[src/hw/rtl/rnmt_pkg.sv]
// types and constants shared by the mapping table cells and the top level
package rnmt_pkg;

    localparam int GN_W  = 20;
    localparam int MN_W  = 8;
    localparam int CNT_W = 8;

    localparam logic [CNT_W-1:0] CNT_MAX = '1;
    localparam logic [CNT_W-1:0] CNT_ONE = CNT_W'(1);

    // operation codes carried in tuser
    localparam logic [1:0] MODE_INSERT      = 2'd0;
    localparam logic [1:0] MODE_REMOVE      = 2'd1;
    localparam logic [1:0] MODE_QUERY_PAIR  = 2'd2;
    localparam logic [1:0] MODE_QUERY_GRAPH = 2'd3;

    // result status codes
    localparam logic [2:0] STAT_INCREMENTED = 3'd0;
    localparam logic [2:0] STAT_ADDED       = 3'd1;
    localparam logic [2:0] STAT_DECREMENTED = 3'd2;
    localparam logic [2:0] STAT_FREED       = 3'd3;
    localparam logic [2:0] STAT_NOT_FOUND   = 3'd4;
    localparam logic [2:0] STAT_FULL        = 3'd5;
    localparam logic [2:0] STAT_QUERY_DONE  = 3'd6;

    // update broadcast to every cell in the apply cycle
    typedef enum logic [1:0] {
        UPD_NONE,
        UPD_INC,
        UPD_DEC,
        UPD_ADD
    } t_upd;

    typedef struct packed {
        logic             latch_hits; // capture compare results
        logic             bubble;     // close holes by one place
        t_upd             upd;
        logic             use_free;   // new pair goes to the free cell
        logic             any_graph;  // some cell matches the graph node
    } t_cmd;

    typedef struct packed {
        logic             valid;
        logic [GN_W-1:0]  graph_node;
        logic [MN_W-1:0]  motif_node;
        logic [CNT_W-1:0] refcount;
    } t_entry;

    typedef struct packed {
        logic pair;
        logic graph;
        logic motif;
    } t_hit;

endpackage

[src/hw/rtl/rnmt_cell.sv]
// one table entry: compare against the broadcast pair, update, shift toward cell 0
module rnmt_cell (
    input  logic                       i_clk,
    input  logic                       i_rst_n,
    input  rnmt_pkg::t_cmd             i_cmd,
    input  logic [rnmt_pkg::GN_W-1:0]  i_graph_node,
    input  logic [rnmt_pkg::MN_W-1:0]  i_motif_node,
    input  logic                       i_at_free,
    input  logic                       i_left_valid,
    input  rnmt_pkg::t_entry           i_right,
    output rnmt_pkg::t_entry           o_entry,
    output rnmt_pkg::t_hit             o_hit,
    output logic [rnmt_pkg::CNT_W-1:0] o_cnt_pair,
    output logic [rnmt_pkg::CNT_W-1:0] o_cnt_graph
);

    logic                       r_valid;
    logic [rnmt_pkg::GN_W-1:0]  r_graph_node;
    logic [rnmt_pkg::MN_W-1:0]  r_motif_node;
    logic [rnmt_pkg::CNT_W-1:0] r_refcount;
    rnmt_pkg::t_hit             r_hit;

    logic                       n_valid;
    logic [rnmt_pkg::GN_W-1:0]  n_graph_node;
    logic [rnmt_pkg::MN_W-1:0]  n_motif_node;
    logic [rnmt_pkg::CNT_W-1:0] n_refcount;
    rnmt_pkg::t_hit             n_hit;

    logic g_eq;
    logic m_eq;
    logic write_new;

    assign g_eq = r_graph_node == i_graph_node;
    assign m_eq = r_motif_node == i_motif_node;

    // full table: reuse an evicted cell, the graph match first
    assign write_new = i_cmd.use_free ? i_at_free
                                      : (r_hit.graph | (~i_cmd.any_graph & r_hit.motif));

    always_comb begin
        n_valid      = r_valid;
        n_graph_node = r_graph_node;
        n_motif_node = r_motif_node;
        n_refcount   = r_refcount;
        n_hit        = r_hit;
        if (i_cmd.latch_hits) begin
            n_hit.pair  = r_valid & g_eq & m_eq;
            n_hit.graph = r_valid & g_eq;
            n_hit.motif = r_valid & m_eq;
        end
        if (i_cmd.bubble) begin
            if (!r_valid && i_right.valid) begin
                n_valid      = 1'b1;
                n_graph_node = i_right.graph_node;
                n_motif_node = i_right.motif_node;
                n_refcount   = i_right.refcount;
            end else if (r_valid && !i_left_valid) begin
                n_valid = 1'b0;
            end
        end
        case (i_cmd.upd)
            rnmt_pkg::UPD_INC: begin
                if (r_hit.pair && r_refcount != rnmt_pkg::CNT_MAX) begin
                    n_refcount = r_refcount + rnmt_pkg::CNT_ONE;
                end
            end
            rnmt_pkg::UPD_DEC: begin
                if (r_hit.pair) begin
                    if (r_refcount <= rnmt_pkg::CNT_ONE) begin
                        n_valid = 1'b0;
                    end else begin
                        n_refcount = r_refcount - rnmt_pkg::CNT_ONE;
                    end
                end
            end
            rnmt_pkg::UPD_ADD: begin
                if (write_new) begin
                    n_valid      = 1'b1;
                    n_graph_node = i_graph_node;
                    n_motif_node = i_motif_node;
                    n_refcount   = rnmt_pkg::CNT_ONE;
                end else if (r_hit.graph || r_hit.motif) begin
                    n_valid = 1'b0;
                end
            end
            default: begin
            end
        endcase
    end

    always_ff @(posedge i_clk) begin
        if (!i_rst_n) begin
            r_valid <= 1'b0;
            r_hit   <= '0;
        end else begin
            r_valid <= n_valid;
            r_hit   <= n_hit;
        end
    end

    always_ff @(posedge i_clk) begin
        r_graph_node <= n_graph_node;
        r_motif_node <= n_motif_node;
        r_refcount   <= n_refcount;
    end

    assign o_entry.valid      = r_valid;
    assign o_entry.graph_node = r_graph_node;
    assign o_entry.motif_node = r_motif_node;
    assign o_entry.refcount   = r_refcount;
    assign o_hit              = r_hit;
    assign o_cnt_pair         = r_hit.pair  ? r_refcount : '0;
    assign o_cnt_graph        = r_hit.graph ? r_refcount : '0;

endmodule

[src/hw/rtl/refcounted_node_mapping_table.sv]
// top level: control, result register and the row of table cells
//
// A table of up to MAX_ENTRIES graph-node to motif-node mappings with reference
// counts, held in a row of cells that each keep one entry. An operation is
// accepted when the block is idle and the table is packed; the cells compare it
// in the next cycle and apply the update in the APPLY state; no new operation is
// taken until the previous one has left APPLY. A remove that frees an entry, or
// an insert that evicts, leaves holes that the cells close by moving entries one
// place toward cell 0 per cycle while idle; acceptance waits for that. An
// operation is taken while an earlier result still waits on the output, but the
// update stalls until that result has been taken.
module refcounted_node_mapping_table #(
    parameter int MAX_ENTRIES = 16
) (
    input  logic        i_clk,
    input  logic        i_rst_n,
    input  logic        s_axis_tvalid,
    output logic        s_axis_tready,
    input  logic [31:0] s_axis_tdata,  // graph_node[19:0], motif_node[27:20], zero pad
    input  logic [1:0]  s_axis_tuser,  // mode[1:0]
    output logic        m_axis_tvalid,
    input  logic        m_axis_tready,
    output logic [23:0] m_axis_tdata   // status[2:0], found[3], evicted[5:4],
                                       // entry_count[13:6], used_entries[18:14], zero pad
);

    localparam int UW = $clog2(MAX_ENTRIES + 1);
    localparam logic [UW-1:0] USED_MAX = UW'(MAX_ENTRIES);

    typedef enum logic [2:0] {
        ST_IDLE  = 3'b001,
        ST_MATCH = 3'b010,
        ST_APPLY = 3'b100
    } t_state;

    t_state                     r_state, n_state;
    logic [1:0]                 r_mode;
    logic [rnmt_pkg::GN_W-1:0]  r_graph_node;
    logic [rnmt_pkg::MN_W-1:0]  r_motif_node;
    logic [UW-1:0]              r_used, n_used;
    logic                       r_out_valid, n_out_valid;
    logic [2:0]                 r_status, n_status;
    logic                       r_found, n_found;
    logic [1:0]                 r_evicted, n_evicted;
    logic [rnmt_pkg::CNT_W-1:0] r_count, n_count;

    rnmt_pkg::t_cmd             cmd;
    rnmt_pkg::t_upd             upd;
    rnmt_pkg::t_entry           entry   [MAX_ENTRIES];
    rnmt_pkg::t_hit             hit     [MAX_ENTRIES];
    logic [rnmt_pkg::CNT_W-1:0] cnt_p   [MAX_ENTRIES];
    logic [rnmt_pkg::CNT_W-1:0] cnt_g   [MAX_ENTRIES];

    logic                       any_pair, any_graph, any_motif;
    logic [rnmt_pkg::CNT_W-1:0] red_cnt_p, red_cnt_g;
    logic                       packed_ok;
    logic                       in_acc;
    logic                       out_free;
    logic                       full;
    logic [1:0]                 ev;
    logic [UW+4:0]              used_ext;

    assign in_acc   = s_axis_tvalid & s_axis_tready;
    assign out_free = ~r_out_valid | m_axis_tready;
    assign full     = r_used == USED_MAX;

    // reductions over the row
    always_comb begin
        any_pair  = 1'b0;
        any_graph = 1'b0;
        any_motif = 1'b0;
        red_cnt_p = '0;
        red_cnt_g = '0;
        packed_ok = 1'b1;
        for (int i = 0; i < MAX_ENTRIES; i++) begin
            any_pair  = any_pair  | hit[i].pair;
            any_graph = any_graph | hit[i].graph;
            any_motif = any_motif | hit[i].motif;
            red_cnt_p = red_cnt_p | cnt_p[i];
            red_cnt_g = red_cnt_g | cnt_g[i];
        end
        for (int i = 0; i < MAX_ENTRIES - 1; i++) begin
            packed_ok = packed_ok & ~(~entry[i].valid & entry[i+1].valid);
        end
    end

    assign s_axis_tready = (r_state == ST_IDLE) & packed_ok;

    // no entry matches both nodes when the pair is absent, so each side evicts at most one
    assign ev = {1'b0, any_graph} + {1'b0, any_motif};

    always_comb begin
        n_state     = r_state;
        n_used      = r_used;
        n_out_valid = r_out_valid & ~m_axis_tready;
        n_status    = r_status;
        n_found     = r_found;
        n_evicted   = r_evicted;
        n_count     = r_count;
        upd         = rnmt_pkg::UPD_NONE;
        case (r_state)
            ST_IDLE: begin
                if (in_acc) begin
                    n_state = ST_MATCH;
                end
            end
            ST_MATCH: begin
                n_state = ST_APPLY;
            end
            ST_APPLY: begin
                if (out_free) begin
                    n_state     = ST_IDLE;
                    n_out_valid = 1'b1;
                    n_found     = 1'b0;
                    n_evicted   = 2'd0;
                    n_count     = '0;
                    case (r_mode)
                        rnmt_pkg::MODE_INSERT: begin
                            if (any_pair) begin
                                upd      = rnmt_pkg::UPD_INC;
                                n_status = rnmt_pkg::STAT_INCREMENTED;
                                n_count  = (red_cnt_p == rnmt_pkg::CNT_MAX) ? red_cnt_p
                                           : red_cnt_p + rnmt_pkg::CNT_ONE;
                            end else if (!any_graph && !any_motif && full) begin
                                n_status = rnmt_pkg::STAT_FULL;
                            end else begin
                                upd       = rnmt_pkg::UPD_ADD;
                                n_status  = rnmt_pkg::STAT_ADDED;
                                n_count   = rnmt_pkg::CNT_ONE;
                                n_evicted = ev;
                                n_used    = r_used + UW'(1) - UW'(ev);
                            end
                        end
                        rnmt_pkg::MODE_REMOVE: begin
                            if (!any_pair) begin
                                n_status = rnmt_pkg::STAT_NOT_FOUND;
                            end else if (red_cnt_p <= rnmt_pkg::CNT_ONE) begin
                                upd      = rnmt_pkg::UPD_DEC;
                                n_status = rnmt_pkg::STAT_FREED;
                                n_used   = r_used - UW'(1);
                            end else begin
                                upd      = rnmt_pkg::UPD_DEC;
                                n_status = rnmt_pkg::STAT_DECREMENTED;
                                n_count  = red_cnt_p - rnmt_pkg::CNT_ONE;
                            end
                        end
                        rnmt_pkg::MODE_QUERY_PAIR: begin
                            n_status = rnmt_pkg::STAT_QUERY_DONE;
                            n_found  = any_pair;
                            n_count  = red_cnt_p;
                        end
                        rnmt_pkg::MODE_QUERY_GRAPH: begin
                            n_status = rnmt_pkg::STAT_QUERY_DONE;
                            n_found  = any_graph;
                            n_count  = red_cnt_g;
                        end
                        default: begin
                            n_status = rnmt_pkg::STAT_QUERY_DONE;
                        end
                    endcase
                end
            end
            default: begin
                n_state = ST_IDLE;
            end
        endcase
    end

    always_comb begin
        cmd            = '0;
        cmd.latch_hits = r_state == ST_MATCH;
        cmd.bubble     = r_state == ST_IDLE;
        cmd.upd        = upd;
        cmd.use_free   = ~full;
        cmd.any_graph  = any_graph;
    end

    always_ff @(posedge i_clk) begin
        if (!i_rst_n) begin
            r_state     <= ST_IDLE;
            r_used      <= '0;
            r_out_valid <= 1'b0;
        end else begin
            r_state     <= n_state;
            r_used      <= n_used;
            r_out_valid <= n_out_valid;
        end
    end

    always_ff @(posedge i_clk) begin
        if (in_acc) begin
            r_mode       <= s_axis_tuser;
            r_graph_node <= s_axis_tdata[rnmt_pkg::GN_W-1:0];
            r_motif_node <= s_axis_tdata[rnmt_pkg::GN_W +: rnmt_pkg::MN_W];
        end
        r_status  <= n_status;
        r_found   <= n_found;
        r_evicted <= n_evicted;
        r_count   <= n_count;
    end

    for (genvar gi = 0; gi < MAX_ENTRIES; gi++) begin : g_cell
        rnmt_pkg::t_entry right;
        logic             left_valid;

        if (gi == MAX_ENTRIES - 1) begin : g_last
            assign right = '0;
        end else begin : g_mid
            assign right = entry[gi+1];
        end

        if (gi == 0) begin : g_first
            assign left_valid = 1'b1;
        end else begin : g_rest
            assign left_valid = entry[gi-1].valid;
        end

        rnmt_cell u_cell (
            .i_clk        (i_clk),
            .i_rst_n      (i_rst_n),
            .i_cmd        (cmd),
            .i_graph_node (r_graph_node),
            .i_motif_node (r_motif_node),
            .i_at_free    (r_used == UW'(gi)),
            .i_left_valid (left_valid),
            .i_right      (right),
            .o_entry      (entry[gi]),
            .o_hit        (hit[gi]),
            .o_cnt_pair   (cnt_p[gi]),
            .o_cnt_graph  (cnt_g[gi])
        );
    end

    assign used_ext      = {5'd0, r_used};
    assign m_axis_tvalid = r_out_valid;
    assign m_axis_tdata  = {5'd0, used_ext[4:0], r_count, r_evicted, r_found, r_status};

endmodule

[config.mk]
export PLATFORM = sky130hd
export DESIGN_NAME = refcounted_node_mapping_table
export DESIGN_NICKNAME = d
export VERILOG_FILES = /design/src/hw/rtl/rnmt_pkg.sv /design/src/hw/rtl/rnmt_cell.sv /design/src/hw/rtl/refcounted_node_mapping_table.sv
export SDC_FILE = /design/constraint.sdc
export NUM_CORES = 2
export LEC_CHECK = 0
export BUFFER_PORTS_ARGS = -buffer_cell sky130_fd_sc_hd__buf_2
export CAP_MARGIN = 10
export CELL_PAD_IN_SITES_DETAIL_PLACEMENT = 1
export CELL_PAD_IN_SITES_GLOBAL_PLACEMENT = 1
export CORE_MARGIN = 5
export CORE_UTILIZATION = 35
export CTS_BUF_LIST = sky130_fd_sc_hd__clkbuf_8
export CTS_CLUSTER_DIAMETER = 50
export DETAILED_ROUTE_END_ITERATION = 12
export GPL_ROUTABILITY_DRIVEN = 0
export PLACE_DENSITY_LB_ADDON = 0.15
export SETUP_SLACK_MARGIN = 0.15
export SLEW_MARGIN = 20
export SYNTH_ARGS = -nofsm -noshare
export SYNTH_HDL_FRONTEND = slang
export SYNTH_HIERARCHICAL = 1
export SYNTH_SLANG_ARGS = --single-unit
[constraint.sdc]
create_clock -name i_clk -period 6.1 [get_ports i_clk]
set_input_delay 0.915 -clock i_clk [delete_from_list [all_inputs] [get_ports i_clk]]
set_output_delay 0.915 -clock i_clk [all_outputs]
set_load 0.005 [all_outputs]
* After elaboration in Yosys (flattened, before gate mapping)
Cells that the tools add are included.
** Storage, ports and cells
- Word-level logic and storage cells :: 992
- Register bits after elaboration :: 693
- Memories :: 0
- RAM bits :: 0
- Bits in read-only memories :: 0
- Input port bits :: 38
- Bits in latches :: 0
- Output and inout bits :: 26
** Operators by class
- Shift-type cells :: 0
- Order comparisons :: 17
- Div/mod/pow operators :: 0
- Reductions and logical operators :: 77
- Multiply operators :: 0
- Equal/unequal tests :: 84
- Mux-type cells :: 432
- Bitwise gates (word level) :: 222
- $add $sub $neg :: 38
** Operator list (number)
- two-way mux 8 bit :: 190
- two-way mux 20 bit :: 60
- case mux 8 bit (3 select lines) :: 16
- equality test 20 bit :: 16
- OR 8 bit :: 30
- adder 8 x 1 -> 8 bit, second input constant :: 17
- less-or-equal comparator 8 x 1 -> 1 bit, second input constant :: 17
- subtractor 8 x 1 -> 8 bit, second input constant :: 17
- two-way mux 1 bit :: 130
- equality test 8 bit :: 16
- != test 8 bit, second input constant :: 16
- bitwise AND 1 bit :: 96
- OR 1 bit :: 62
- equality test 5 x 4 -> 1 bit, second input constant :: 8
- inverter 1 bit :: 34
- case mux 1 bit (2 select lines) :: 17
- logical AND 1 bit :: 33
- case mux 8 bit (4 select lines) :: 1
- equality test 5 x 3 -> 1 bit, second input constant :: 4
- two-way mux 5 bit :: 4
- case mux 3 bit (3 select lines) :: 2
- logical NOT 1 bit :: 17
- logical OR 1 bit :: 16
- two-way mux 3 bit :: 5
- 27 further kinds :: 46

* Logic depth before layout (Yosys ltp)
- Word-level depth :: 26
- Mapped depth :: 16
- Mapped depth without buffers :: 14

* Cells and area by module
The synthesis kept the hierarchy.
** Modules (own cells, without submodules)
- rnmt_cell at g_cell[12].u_cell ... :: seq. area each 800.8 sq um, area each 2537.4 sq um, instances 9, cells each 334
- rnmt_cell at g_cell[6].u_cell ... :: seq. area each 800.8 sq um, area each 2458.6 sq um, instances 4, cells each 293
- rnmt_cell at g_cell[0].u_cell ... :: seq. area each 800.8 sq um, area each 2580.0 sq um, instances 3, cells each 337
- refcounted_node_mapping_table :: seq. area each 1501.4 sq um, area each 3784.9 sq um, instances 1, cells each 391

* Worst setup path after synthesis
OpenSTA, ideal clock, no wires.
- Kind :: input port to flip-flop
- From :: input m_axis_tready
- To :: register g_cell[6].u_cell/r_refcount[7] (netlist bit)
- Setup slack :: 73 ps
- Setup time :: 75 ps
- Data arrival time :: 5952 ps
- Data required time :: 6025 ps
- Stages :: 9
- Path buffers :: 1
- Path through :: nand2b_1 > nand2b_1 > nor2_1 > nor2b_1 > o41ai_4 > nor2_2 > or3_1 > buf_2 > o22ai_1
** RTL lines
- start: declaration :: RTL line refcounted_node_mapping_table.sv:22 : input logic m_axis_tready,
- end signal: assignment :: RTL line rnmt_cell.sv:104 : r_refcount <= n_refcount;
- end: declaration :: RTL line rnmt_cell.sv:20 : logic [rnmt_pkg::CNT_W-1:0] r_refcount;

==> reports/metrics.cfg <==
[run_status]
status=finished with violations
failed_checks=slew limit

[clock_tree]
hold_buffers=0
clkTransAtPathRegs_ps=60
ctsResizeCount=0
insertion_delay_ps=900
cts_setup_buffers=0
clock_path_buffers=3
h-tree-depth=4
cts_sinks=693
ctsRootBufferMaster=clkbuf_8
cts-buffers-inserted=142
cts_tree=built

[die]
core_area_um2=126000
die_x_um=365
die_area_um2=133000
die_h_um=365
io_pins=64
fp-row-count=130
start_util_pct=35.2

[sta]
clock.fmax_ghz=0.214
hold-worst-slack_ps=193
worst_pin_slew_ps=2450
finalCriticalPeriod_ps=4680
min_period_over_period_pct=76.7
slew_headroom_pct=-63.7
finClkSkew_ps=45.1
tns_ps=0
finalHoldViolCount=0
setup_violations=0
rsz0062_at_grt=false
drv_slew=68

[setup_path]
end_kind=register
crit_path_start_kind=register
reg2reg_to=g_cell[7].u_cell/r_refcount[2]
cp_max_fo=47
crit_required_ps=6830
rr_startpoint=g_cell[13].u_cell/o_hit[1]
r2r_slack_ps=1420
cp-startpoint=g_cell[13].u_cell/o_hit[1]
ff2ff_path_depth=12
path_class=reg2reg
arrival_ps=5410

[synth]
ys.flop_type=dfxtp_1
yosysTopAreaCell=dfxtp_1
synth_top_area_share_pct=29.4
netlist_instances=5580
synth_common_cells=nand2_1, dfxtp_1, nor2_1
ys_ff_latch=693
syn_avg_cell_area_um2=7.92
synth_edf_count=44
syn_area_um2=44200
ys_warn_count=6
yosysUniqueCellTypes=89
ys_seq_area_share_pct=32.4
yosysMostFrequentCell=nand2_1
synthArstFlopShare_pct=0
synthTopCellsByArea=dfxtp_1, nand2_1, xnor2_1

[worst_hold_path]
min_to=r_graph_node[6]
worstHoldPathType=in2reg
min_path_cells=1
holdCritStartpoint=s_axis_tdata[6]

[power]
worst_ir_drop_vdd_mv=0.225
power.density_nw_per_um2=332
p_leak_nw=20.0

[global_route]
antenna_found_initial=4
gr-usage-all-layers_pct=22.4
overflow=0
grt_pass1_vias=41500
grt_pass1_wl_mm=240
grt_max_degree=68

[placed_design]
io_buffer_count=54
dp_hpwl_mm=109

[finish]
layout.nets=5669
drive_gt1_share_pct=9.37
area_delta_synth_final_pct=10.8

[drt]
postRouteAntennaNets=0
viasPerCell=5.51
drc_errors=0
firstDrtPassIters=7
vias=40400
drtIter0Drc=2295
drt-total-wl_mm=152
wl_per_cell_um=20.8

[flow_run]
cap_violations=0

-- stage by stage --
step           power (mW)  util, %  area, um2  instances  setup slack, ps
6_report             16.2     39.0      49000       7325             1420
5_1_grt              17.3     39.0      49000       7321             1150
4_1_cts              16.4     39.0      49000       7319             1390
3_5_place_dp         11.5     36.8      46200       7070             1390
3_3_place_gp         11.3     36.8      46200       7070             1450
2_1_floorplan        10.2        -      44400       5623             1450
-- critical path: stages (launching register included) --
cell,delay (ps)
dfxtp_1,490
nor4_1,750
and4_1,440
ha_1,190
nand4_1,150
o21ai_0,530
nor2_4,290
buf_4,370
nor2b_1,390
o41ai_4,250
nor2_2,270
or3_1,270
o22ai_1,120
-- cell usage in the layout, fill, tap and decap left out, types with 26 or more instances in the layout --
cell type	netlist	layout
nand2b_1	37	37
nor4_1	127	125
nor3_1	40	40
nor2_1	525	516
nand2_1	959	959
nand3_1	114	113
o211ai_1	32	32
clkbuf_8	0	159
a31oi_1	371	371
mux2i_1	244	244
o221ai_1	61	61
conb_1	2	45
nand3b_1	30	30
and2_1	269	269
nor3b_1	28	26
xor2_1	136	136
a21oi_1	45	45
nor2b_1	34	34
o22ai_1	28	28
xnor2_1	389	389
nand4_1	120	120
dfxtp_1	649	649
inv_1	129	182
o21ai_1	38	38
o21ai_0	221	221
edfxtp_1	44	44
ha_1	66	66
buf_2	46	54
buf_4	22	103
a211oi_1	32	32
-- cell type report --
cell class | instances | area [um2]
diodes | 6 | 15.0
well taps | 1650 | 2060
inverters | 133 | 500
clock inverters | 90 | 567
flip-flops and latches | 693 | 14300
repair buffers | 161 | 1120
multi-input cells | 4433 | 28200
clock buffers | 159 | 2190
fillers | 15200 | 76600
-- registers in the layout (all words and copies together) (netlist names), 8 cells and up --
register and flops:
g_cell.u_cell/r_graph_node 320, g_cell.u_cell/r_motif_node 128, r_count 8, g_cell.u_cell/r_refcount 128
r_motif_node 8, r_graph_node 20, g_cell.u_cell/o_hit 48, g_cell.u_cell/r_valid 16
-- how the worst max path moves through the flow --
stage | to | slack, ps | cells after the start
2_1_floorplan | g_cell[6].u_cell/r_graph_node[18] | 1450 | 9
3_3_place_gp | g_cell[7].u_cell/r_refcount[2] | 1450 | 12
3_5_place_dp | g_cell[7].u_cell/r_refcount[2] | 1390 | 12
4_1_cts | g_cell[7].u_cell/r_refcount[2] | 1390 | 12
5_1_grt | g_cell[10].u_cell/r_refcount[5] | 1150 | 12
6_report | g_cell[7].u_cell/r_refcount[2] | 1420 | 12
-- power breakdown --
| group | switching, mW | internal (mW) | total [mW] | leakage (nW) |
|---|---|---|---|---|
| sequential | 1.63 | 5.68 | 7.32 | 5.78 |
| combinational | 2.11 | 1.97 | 4.09 | 12.6 |
| clock | 2.29 | 2.54 | 4.83 | 1.61 |
-- kinds of logic after synthesis --
logic type | Yosys count | synth area share [%]
multiplexers | 259 | 5.98
AND/OR/NAND/NOR | 2466 | 27.3
flip-flops | 693 | 32.4
buffers and inverters | 497 | 4.86
other | 2 | 0.0170
AO/OA/AOI/OAI | 1071 | 17.2
XOR/XNOR | 525 | 10.4
adder cells (fa/ha/maj) | 67 | 1.91
-- metal layers --
layer / vias to the layer above / global-route usage [%] / share of wire (%)
met4: 0 / 8.72 / 3.7
li1: 19600 / - / -
met2: 601 / 36.4 / 45
met1: 20000 / 30.2 / 48
met3: 232 / 3.18 / 3.5
met5: - / 0 / 0
Power figures use the tool's default switching activity.
